===== config.mk =====
export PLATFORM = sky130hd
export DESIGN_NAME = binhex_stream_decoder
export DESIGN_NICKNAME = d
export VERILOG_FILES = /design/src/rtl/bhx_pkg.sv /design/src/rtl/bhx_classify.sv /design/src/rtl/bhx_core.sv /design/src/rtl/binhex_stream_decoder.sv
export SDC_FILE = /design/constraint.sdc
export NUM_CORES = 1
export LEC_CHECK = 0
export BUFFER_PORTS_ARGS = -buffer_cell sky130_fd_sc_hd__clkbuf_2
export CAP_MARGIN = 20
export CORE_ASPECT_RATIO = 0.75
export CORE_MARGIN = 5
export CORE_UTILIZATION = 63
export CTS_BUF_LIST = sky130_fd_sc_hd__clkbuf_4
export DETAILED_ROUTE_END_ITERATION = 12
export PLACE_DENSITY = 0.87
export SLEW_MARGIN = 20
export SYNTH_ARGS = -nofsm -noshare
export SYNTH_HDL_FRONTEND = slang
export SYNTH_SLANG_ARGS = --single-unit
export TNS_END_PERCENT = 10

===== constraint.sdc =====
create_clock -name clk -period 6.8 [get_ports clk]
set_input_delay 0.68 -clock clk [delete_from_list [all_inputs] [get_ports clk]]
set_output_delay 0.68 -clock clk [all_outputs]
set_load 0.005 [all_outputs]

===== src/rtl/bhx_pkg.sv =====
// bhx_pkg: shared types and constants for the BinHex 4.0 stream decoder.
// No dependencies; used by bhx_classify, bhx_core and binhex_stream_decoder.
package bhx_pkg;

  typedef logic [6:0] code_t;
  typedef logic [1:0] status_t;

  localparam code_t CODE_END  = 7'h7F;
  localparam code_t CODE_SKIP = 7'h7E;
  localparam code_t CODE_BAD  = 7'h7D;

  localparam logic [7:0] RUN_MARK = 8'h90;
  localparam logic [7:0] START_CH = 8'h3A;

  localparam status_t ST_DATA  = 2'd0;
  localparam status_t ST_END   = 2'd1;
  localparam status_t ST_ABORT = 2'd2;

  typedef struct packed {
    logic       valid;
    logic [7:0] data_byte;
    logic [7:0] repeat_res;
    status_t    status;
  } res_t;

endpackage


===== src/rtl/bhx_classify.sv =====
// bhx_classify: maps one BinHex text character to a 6-bit value or a marker code.
// Depends on bhx_pkg.
module bhx_classify (
  input  logic [7:0]     ch,
  output bhx_pkg::code_t code
);

  always_comb begin
    case (ch) inside
      8'h09, 8'h0A, 8'h0D, 8'h20: code = bhx_pkg::CODE_SKIP;
      bhx_pkg::START_CH:          code = bhx_pkg::CODE_END;
      [8'h21:8'h2D]:              code = 7'(ch - 8'h21);
      [8'h30:8'h36]:              code = 7'(ch - 8'h30 + 8'd13);
      [8'h38:8'h39]:              code = 7'(ch - 8'h38 + 8'd20);
      [8'h40:8'h4E]:              code = 7'(ch - 8'h40 + 8'd22);
      [8'h50:8'h56]:              code = 7'(ch - 8'h50 + 8'd37);
      [8'h58:8'h5B]:              code = 7'(ch - 8'h58 + 8'd44);
      [8'h60:8'h66]:              code = 7'(ch - 8'h60 + 8'd48);
      [8'h68:8'h6D]:              code = 7'(ch - 8'h68 + 8'd55);
      [8'h70:8'h72]:              code = 7'(ch - 8'h70 + 8'd61);
      default:                    code = bhx_pkg::CODE_BAD;
    endcase
  end

endmodule


===== src/rtl/bhx_core.sv =====
// bhx_core: decode state (mode, phase, partial bits, run tracking) and result logic.
// Depends on bhx_pkg; fed by bhx_classify.
module bhx_core (
  input  logic           clk,
  input  logic           rst_n,
  input  logic           advance,
  input  bhx_pkg::code_t code,
  input  logic           permissive,
  output bhx_pkg::res_t  res
);

  logic       mode_r, mode_nxt;
  logic [1:0] phase_r, phase_nxt;
  logic [7:0] part_r, part_nxt;
  logic       runp_r, runp_nxt;
  logic [7:0] last_r, last_nxt;

  logic [5:0] v;
  logic [7:0] data;
  logic       have_byte;

  assign v = code[5:0];

  always_comb begin
    mode_nxt  = mode_r;
    phase_nxt = phase_r;
    part_nxt  = part_r;
    runp_nxt  = runp_r;
    last_nxt  = last_r;
    res       = '0;
    data      = '0;
    have_byte = 1'b0;

    if (!mode_r) begin
      if (code == bhx_pkg::CODE_END) begin
        mode_nxt  = 1'b1;
        phase_nxt = '0;
        part_nxt  = '0;
        runp_nxt  = 1'b0;
        last_nxt  = '0;
      end
    end else if (code == bhx_pkg::CODE_SKIP) begin
      mode_nxt = mode_r;
    end else if (code == bhx_pkg::CODE_END) begin
      mode_nxt   = 1'b0;
      res.valid  = 1'b1;
      res.status = bhx_pkg::ST_END;
    end else if (code == bhx_pkg::CODE_BAD) begin
      if (!permissive) begin
        mode_nxt   = 1'b0;
        res.valid  = 1'b1;
        res.status = bhx_pkg::ST_ABORT;
      end
    end else begin
      case (phase_r)
        2'd0: begin
          part_nxt  = {v, 2'b00};
          phase_nxt = 2'd1;
        end
        2'd1: begin
          data      = part_r | {6'b0, v[5:4]};
          part_nxt  = {v[3:0], 4'b0};
          phase_nxt = 2'd2;
          have_byte = 1'b1;
        end
        2'd2: begin
          data      = part_r | {4'b0, v[5:2]};
          part_nxt  = {v[1:0], 6'b0};
          phase_nxt = 2'd3;
          have_byte = 1'b1;
        end
        default: begin
          data      = part_r | {2'b0, v};
          phase_nxt = 2'd0;
          have_byte = 1'b1;
        end
      endcase

      if (have_byte) begin
        if (!runp_r) begin
          if (data == bhx_pkg::RUN_MARK) begin
            runp_nxt = 1'b1;
          end else begin
            last_nxt       = data;
            res.valid      = 1'b1;
            res.data_byte  = data;
            res.repeat_res = 8'd1;
          end
        end else begin
          runp_nxt = 1'b0;
          if (data == 8'd0) begin
            last_nxt       = bhx_pkg::RUN_MARK;
            res.valid      = 1'b1;
            res.data_byte  = bhx_pkg::RUN_MARK;
            res.repeat_res = 8'd1;
          end else if (data != 8'd1) begin
            res.valid      = 1'b1;
            res.data_byte  = last_r;
            res.repeat_res = data - 8'd1;
          end
        end
      end
    end
  end

  always_ff @(posedge clk) begin
    if (!rst_n) begin
      mode_r  <= 1'b0;
      phase_r <= '0;
      part_r  <= '0;
      runp_r  <= 1'b0;
      last_r  <= '0;
    end else if (advance) begin
      mode_r  <= mode_nxt;
      phase_r <= phase_nxt;
      part_r  <= part_nxt;
      runp_r  <= runp_nxt;
      last_r  <= last_nxt;
    end
  end

`ifndef SYNTHESIS
  a_end_leaves: assert property (@(posedge clk) disable iff (!rst_n)
    advance && mode_r && code == bhx_pkg::CODE_END |=> !mode_r)
    else $error("end marker did not return to search");

  a_start_clears: assert property (@(posedge clk) disable iff (!rst_n)
    advance && !mode_r && code == bhx_pkg::CODE_END |=>
      mode_r && phase_r == 2'd0 && !runp_r && last_r == 8'd0)
    else $error("start marker did not clear decode state");

  a_group_wraps: assert property (@(posedge clk) disable iff (!rst_n)
    advance && mode_r && !code[6] && phase_r == 2'd3 |=> phase_r == 2'd0)
    else $error("phase did not wrap after fourth character");

  a_repeat_last: assert property (@(posedge clk) disable iff (!rst_n)
    advance && res.valid && res.status == bhx_pkg::ST_DATA && res.repeat_res != 8'd1
      |-> runp_r && res.data_byte == last_r)
    else $error("run result does not repeat last byte");
`endif

endmodule


===== src/rtl/binhex_stream_decoder.sv =====
// binhex_stream_decoder: top level with input register, decoder and result register.
// Depends on bhx_pkg, bhx_classify and bhx_core.
//
// BinHex 4.0 text decoder taking one character per beat and giving at most one
// result beat per character (data byte with repeat count, end marker or abort).
// Sustained rate is one character per clock unless a result waits on out_stall; a
// character passes from the input register through the classify lookup and decode
// logic to the result register. The input side
// keeps taking beats while a result waits in the output register, as long as the
// characters in flight produce no result or the output drains. cfg_data sets the
// permissive flag and must be written only while no character is in flight.
module binhex_stream_decoder (
  input  logic       clk,
  input  logic       rst_n,
  input  logic       in_valid,
  output logic       in_stall,
  input  logic [7:0] in_enc_char,
  output logic       out_valid,
  input  logic       out_stall,
  output logic [7:0] out_data_byte,
  output logic [7:0] out_repeat_res,
  output logic [1:0] out_status,
  input  logic       cfg_valid,
  output logic       cfg_ready,
  input  logic       cfg_data
);

  logic           s1_valid_r, s1_valid_nxt;
  logic [7:0]     s1_char_r;
  logic           out_valid_r, out_valid_nxt;
  logic [7:0]     out_data_r;
  logic [7:0]     out_rep_r;
  logic [1:0]     out_status_r;
  logic           perm_r;
  logic           advance;
  logic           accept;
  bhx_pkg::code_t code;
  bhx_pkg::res_t  res;

  bhx_classify u_classify (
    .ch   (s1_char_r),
    .code (code)
  );

  bhx_core u_core (
    .clk        (clk),
    .rst_n      (rst_n),
    .advance    (advance),
    .code       (code),
    .permissive (perm_r),
    .res        (res)
  );

  assign advance   = s1_valid_r && (!res.valid || !out_valid_r || !out_stall);
  assign in_stall  = s1_valid_r && !advance;
  assign accept    = in_valid && !in_stall;
  assign cfg_ready = !s1_valid_r;

  always_comb begin
    s1_valid_nxt = s1_valid_r;
    if (accept) begin
      s1_valid_nxt = 1'b1;
    end else if (advance) begin
      s1_valid_nxt = 1'b0;
    end
    out_valid_nxt = out_valid_r && out_stall;
    if (advance && res.valid) begin
      out_valid_nxt = 1'b1;
    end
  end

  always_ff @(posedge clk) begin
    if (!rst_n) begin
      s1_valid_r  <= 1'b0;
      out_valid_r <= 1'b0;
      perm_r      <= 1'b0;
    end else begin
      s1_valid_r  <= s1_valid_nxt;
      out_valid_r <= out_valid_nxt;
      if (cfg_valid && cfg_ready) begin
        perm_r <= cfg_data;
      end
    end
  end

  always_ff @(posedge clk) begin
    if (accept) begin
      s1_char_r <= in_enc_char;
    end
    if (advance && res.valid) begin
      out_data_r   <= res.data_byte;
      out_rep_r    <= res.repeat_res;
      out_status_r <= res.status;
    end
  end

  assign out_valid      = out_valid_r;
  assign out_data_byte  = out_data_r;
  assign out_repeat_res = out_rep_r;
  assign out_status     = out_status_r;

endmodule

==> metrics.sh <==
OUTCOME='finished, final reports clean'
PORT-BUFFER-COUNT=34
SYNTH_AREA_LEADERS='edfxtp_1, dfxtp_1, ha_1'
POST-ROUTE-MIN-PERIOD_NS=6.34
NUMBER_OF_DRC_VIOLATIONS_AFTER_DETAILED_ROUTING_ITERATION_0=700
STD_CELL_ROWS=27
DRIVE_GT1_FRAC=0.196
CTS.REPAIR.RESIZED=0
CRITICAL_PATH.STARTPOINT_TYPE='flop'
GLOBALROUTE.TOTALOVERFLOW=0
DETAILROUTE.VIA_COUNT=4764
POSTROUTEWIRELENGTH_MM=14.7
WORST_SLACK_NS=0.464
SYNTH.YOSYS.SEQ_AREA_SHARE=0.251
DIE_AREA_SQ_MM=0.00946
CLASSIFICATION_OF_THE_WORST_SETUP_PATH='flop to output pin'
CLOCK-SKEW-FINAL_NS=0.0159
PLACED_CELLS=653
SYNTH_TOP_CELL_BY_AREA='edfxtp_1'
SYNTH_CELLS=538
CRITICAL_PATH.ENDPOINT_TYPE='output pin'
INITIAL_UTILIZATION=0.650
SYNTH.AVG_CELL_AREA_SQ_UM=8.90
FINAL_NET_COUNT=600
GRT_PASS1_WL_MM=23.6
DRC_ERRORS=0
NETLIST_AREA_SQ_MM=0.00479
ANTENNADIODECOUNT=0
TIMING.CRITICAL_PATH.FANOUT_MAX=14
ROUTED_VIA_DENSITY=7.21
SYNTH_ENABLE_FLOP_CELLS=26
DRV.MAX_CAP_VIOLATION_COUNT=0
SETUP_VIOL=0
SYNTH_CELL_TYPE_COUNT=110
TIMING.MAX_SLEW.REL_SLACK=0.366
TIMING.CRITICAL_PATH.BUF_INV=2
MAX_SLEW.WORST_PIN.SLEW_NS=0.944
PLACE_HPWL_MM=11.4
HOLD-WORST-SLACK_NS=0.471
DPL-INSTANCE-AREA_SQ_MM=0.00492
CRIT_TOP_CELL='ha_1'
FINALNONFILLERCELLS=661
CTS-ROOT-BUF='clkbuf_4'
TOP_LEVEL_PORTS=35
GRT_USAGE=0.307
TOTALPOWERFINAL_uW=619
SYNTH_ASYNC_SR_FLOP_SHARE=0
DRT-PASS1-ITER-COUNT=6
FIRST_GLOBAL_VIAS=4391
PEAKVDDDROP_V=0.000101
FLOORPLAN.DIE.HEIGHT_UM=85.5
LAYOUT_COMMON_CELLS='nand2_1, clkbuf_2, ha_1, edfxtp_1'
DIE_WIDTH_UM=111
PERIOD_SHARE=0.932
POST-ROUTE-UTIL=0.676
CTS-BUFFERS-INSERTED=5
STDCELL_AREA_SQ_MM=0.00498
MOSTFREQUENTLAYOUTCELL='nand2_1'
CRIT_FAMILY='compound AO/OA/AOI/OAI gates'
CTS.SINK_COUNT=47
CTSHTREEMAXLEVEL=2
SLOWEST_DELAY_NS=0.67
CLK_PIN_SLEW_NS=0.14
SYNTH.NET_COUNT=579
DRV_SLEW=0
SETUP_TOTAL_NEGATIVE_SLACK_NS=0
CORE_REGION_AREA_SQ_MM=0.00736
RELATIVE_AREA_CHANGE_FROM_SYNTHESIS_TO_FINAL_LAYOUT_PCT=3.92
AVG_WL_PER_CELL_UM=22.3
ANTENNA_VIOLATIONS_BEFORE_REPAIR=0
FINAL_HOLD_VIOL_COUNT=0
CTS.HOLD.BUFFERS_ADDED=0
CTS_BUFFER_DEPTH=2
CLOCK.FMAX_MHz=158
WORST_EP_ARRIVAL_TIME_NS=5.66
SYNTH_LARGEST_TYPE_AREA_FRACTION=0.163
RSZ0062_AT_GRT='no'
FINAL_ANTENNA_NET_COUNT=0
CLOCK_INSERTION_DELAY_WORST_SKEW_NS=0.36
WORST-ENDPOINT-REQUIRED_NS=6.12
POST-PLACE-WS_NS=1.10
PLACE.GP.CONGESTION=1.12
POSTSYNTH.TOPFLOPCELL='edfxtp_1'
CELLLEAKAGEPOWER_nW=1.92
TIMING.CRITICAL_PATH.SLOWEST_STAGE_CELL='edfxtp_1'
CTS_TREE='done'
YOSYS_WARNINGS=0
WORSTHOLDPATHTYPE='flop to flop'
PWR_DENSITY_CELL_mW_PER_MM2=124
CTS_SETUP_BUFFERS=0
SYNTH.FF_LATCH_COUNT=47
CRITICAL_PATH.CELL_CHAIN='inv_1, ha_1, and2_1, o22ai_1, or2_1, o2111ai_2, a311oi_4, o221ai_1, o21ai_1, ha_1, nand3b_1, o2bb2ai_1, a211oi_1, o211a_1, clkbuf_2'
GRT_START_MAX_NET_PINS=23
==> metal layers <==
metal,vias up,track usage,wire (um)
met1,2181,0.459,6260
met2,423,0.428,5770
met4,0,0.0380,223
met5,-,0,0
met3,40,0.119,2480
li1,2120,-,-
==> state kept, by name, summed over array words and instances, names as in the netlist <==
name            count
out_repeat_res      8
s1_char_r           8
perm_r              1
u_core.mode_r       1
u_core.last_r       8
u_core.phase_r      2
s1_valid_r          1
out_valid           1
u_core.part_r       6
out_status          2
out_data_byte       8
u_core.runp_r       1
==> power breakdown <==
part	internal (mW)	switching (mW)	total (mW)
clock network	0.0484	0.0824	0.131
registers	0.301	0.0105	0.312
logic	0.0615	0.115	0.177
total	0.411	0.208	0.619
==> cells in the mapped netlist, types with 7 or more instances <==
cell type / instances
mux2i_1: 12
nand2_1: 54
xnor2_1: 10
nor2_1: 25
o21a_1: 8
a31oi_1: 7
nand3_1: 19
buf_6: 9
inv_1: 25
a21oi_1: 25
clkbuf_1: 7
o21ai_0: 18
ha_1: 27
dfxtp_1: 21
edfxtp_1: 26
and2_1: 10
nor3_1: 14
a211oi_1: 7
xor2_1: 7
nor2b_1: 12
==> layout make-up <==
class / count / area, sq um
clock buffer: 7 / 52.6
timing repair buffer: 42 / 230
tap: 101 / 126
clock inverter: 1 / 5.00
sequential: 47 / 1200
fill: 645 / 2390
inverter: 27 / 101
multi-input combinational: 436 / 3260
==> worst paths after layout <==
check                                     start                       endpoint  slack (ns)  cells after the start
hold / removal    u_core.last_r[2]$_SDFFE_PN0P_  u_core.last_r[2]$_SDFFE_PN0P_        0.47                      2
setup reg to reg         s1_char_r[2]$_DFFE_PP_         s1_char_r[5]$_DFFE_PP_        0.91                     15
setup / recovery         s1_char_r[2]$_DFFE_PP_                       in_stall        0.46                     15
hold reg to reg   u_core.last_r[2]$_SDFFE_PN0P_  u_core.last_r[2]$_SDFFE_PN0P_        0.47                      2
==> worst min-delay path, delay by kind of cell, from the launching register on <==
family / cells / cell delay, ns
flip-flops: 1 / 0.33
AND/OR/NAND/NOR: 1 / 0.05
multiplexers: 1 / 0.05
==> kinds of logic (layout without fill, tap and decap cells) <==
group / count (synthesis) / in the layout / synth area share
DFF: 47 / 47 / 0.251
xor gates and xnor gates: 17 / 17 / 0.0311
AOI/OAI and AO/OA: 189 / 189 / 0.335
buffers and inverters: 55 / 77 / 0.0684
and+or+nand+nor: 191 / 191 / 0.219
muxes: 12 / 12 / 0.0251
adders and majority gates: 27 / 27 / 0.0705
Power figures use the tool's default switching activity.
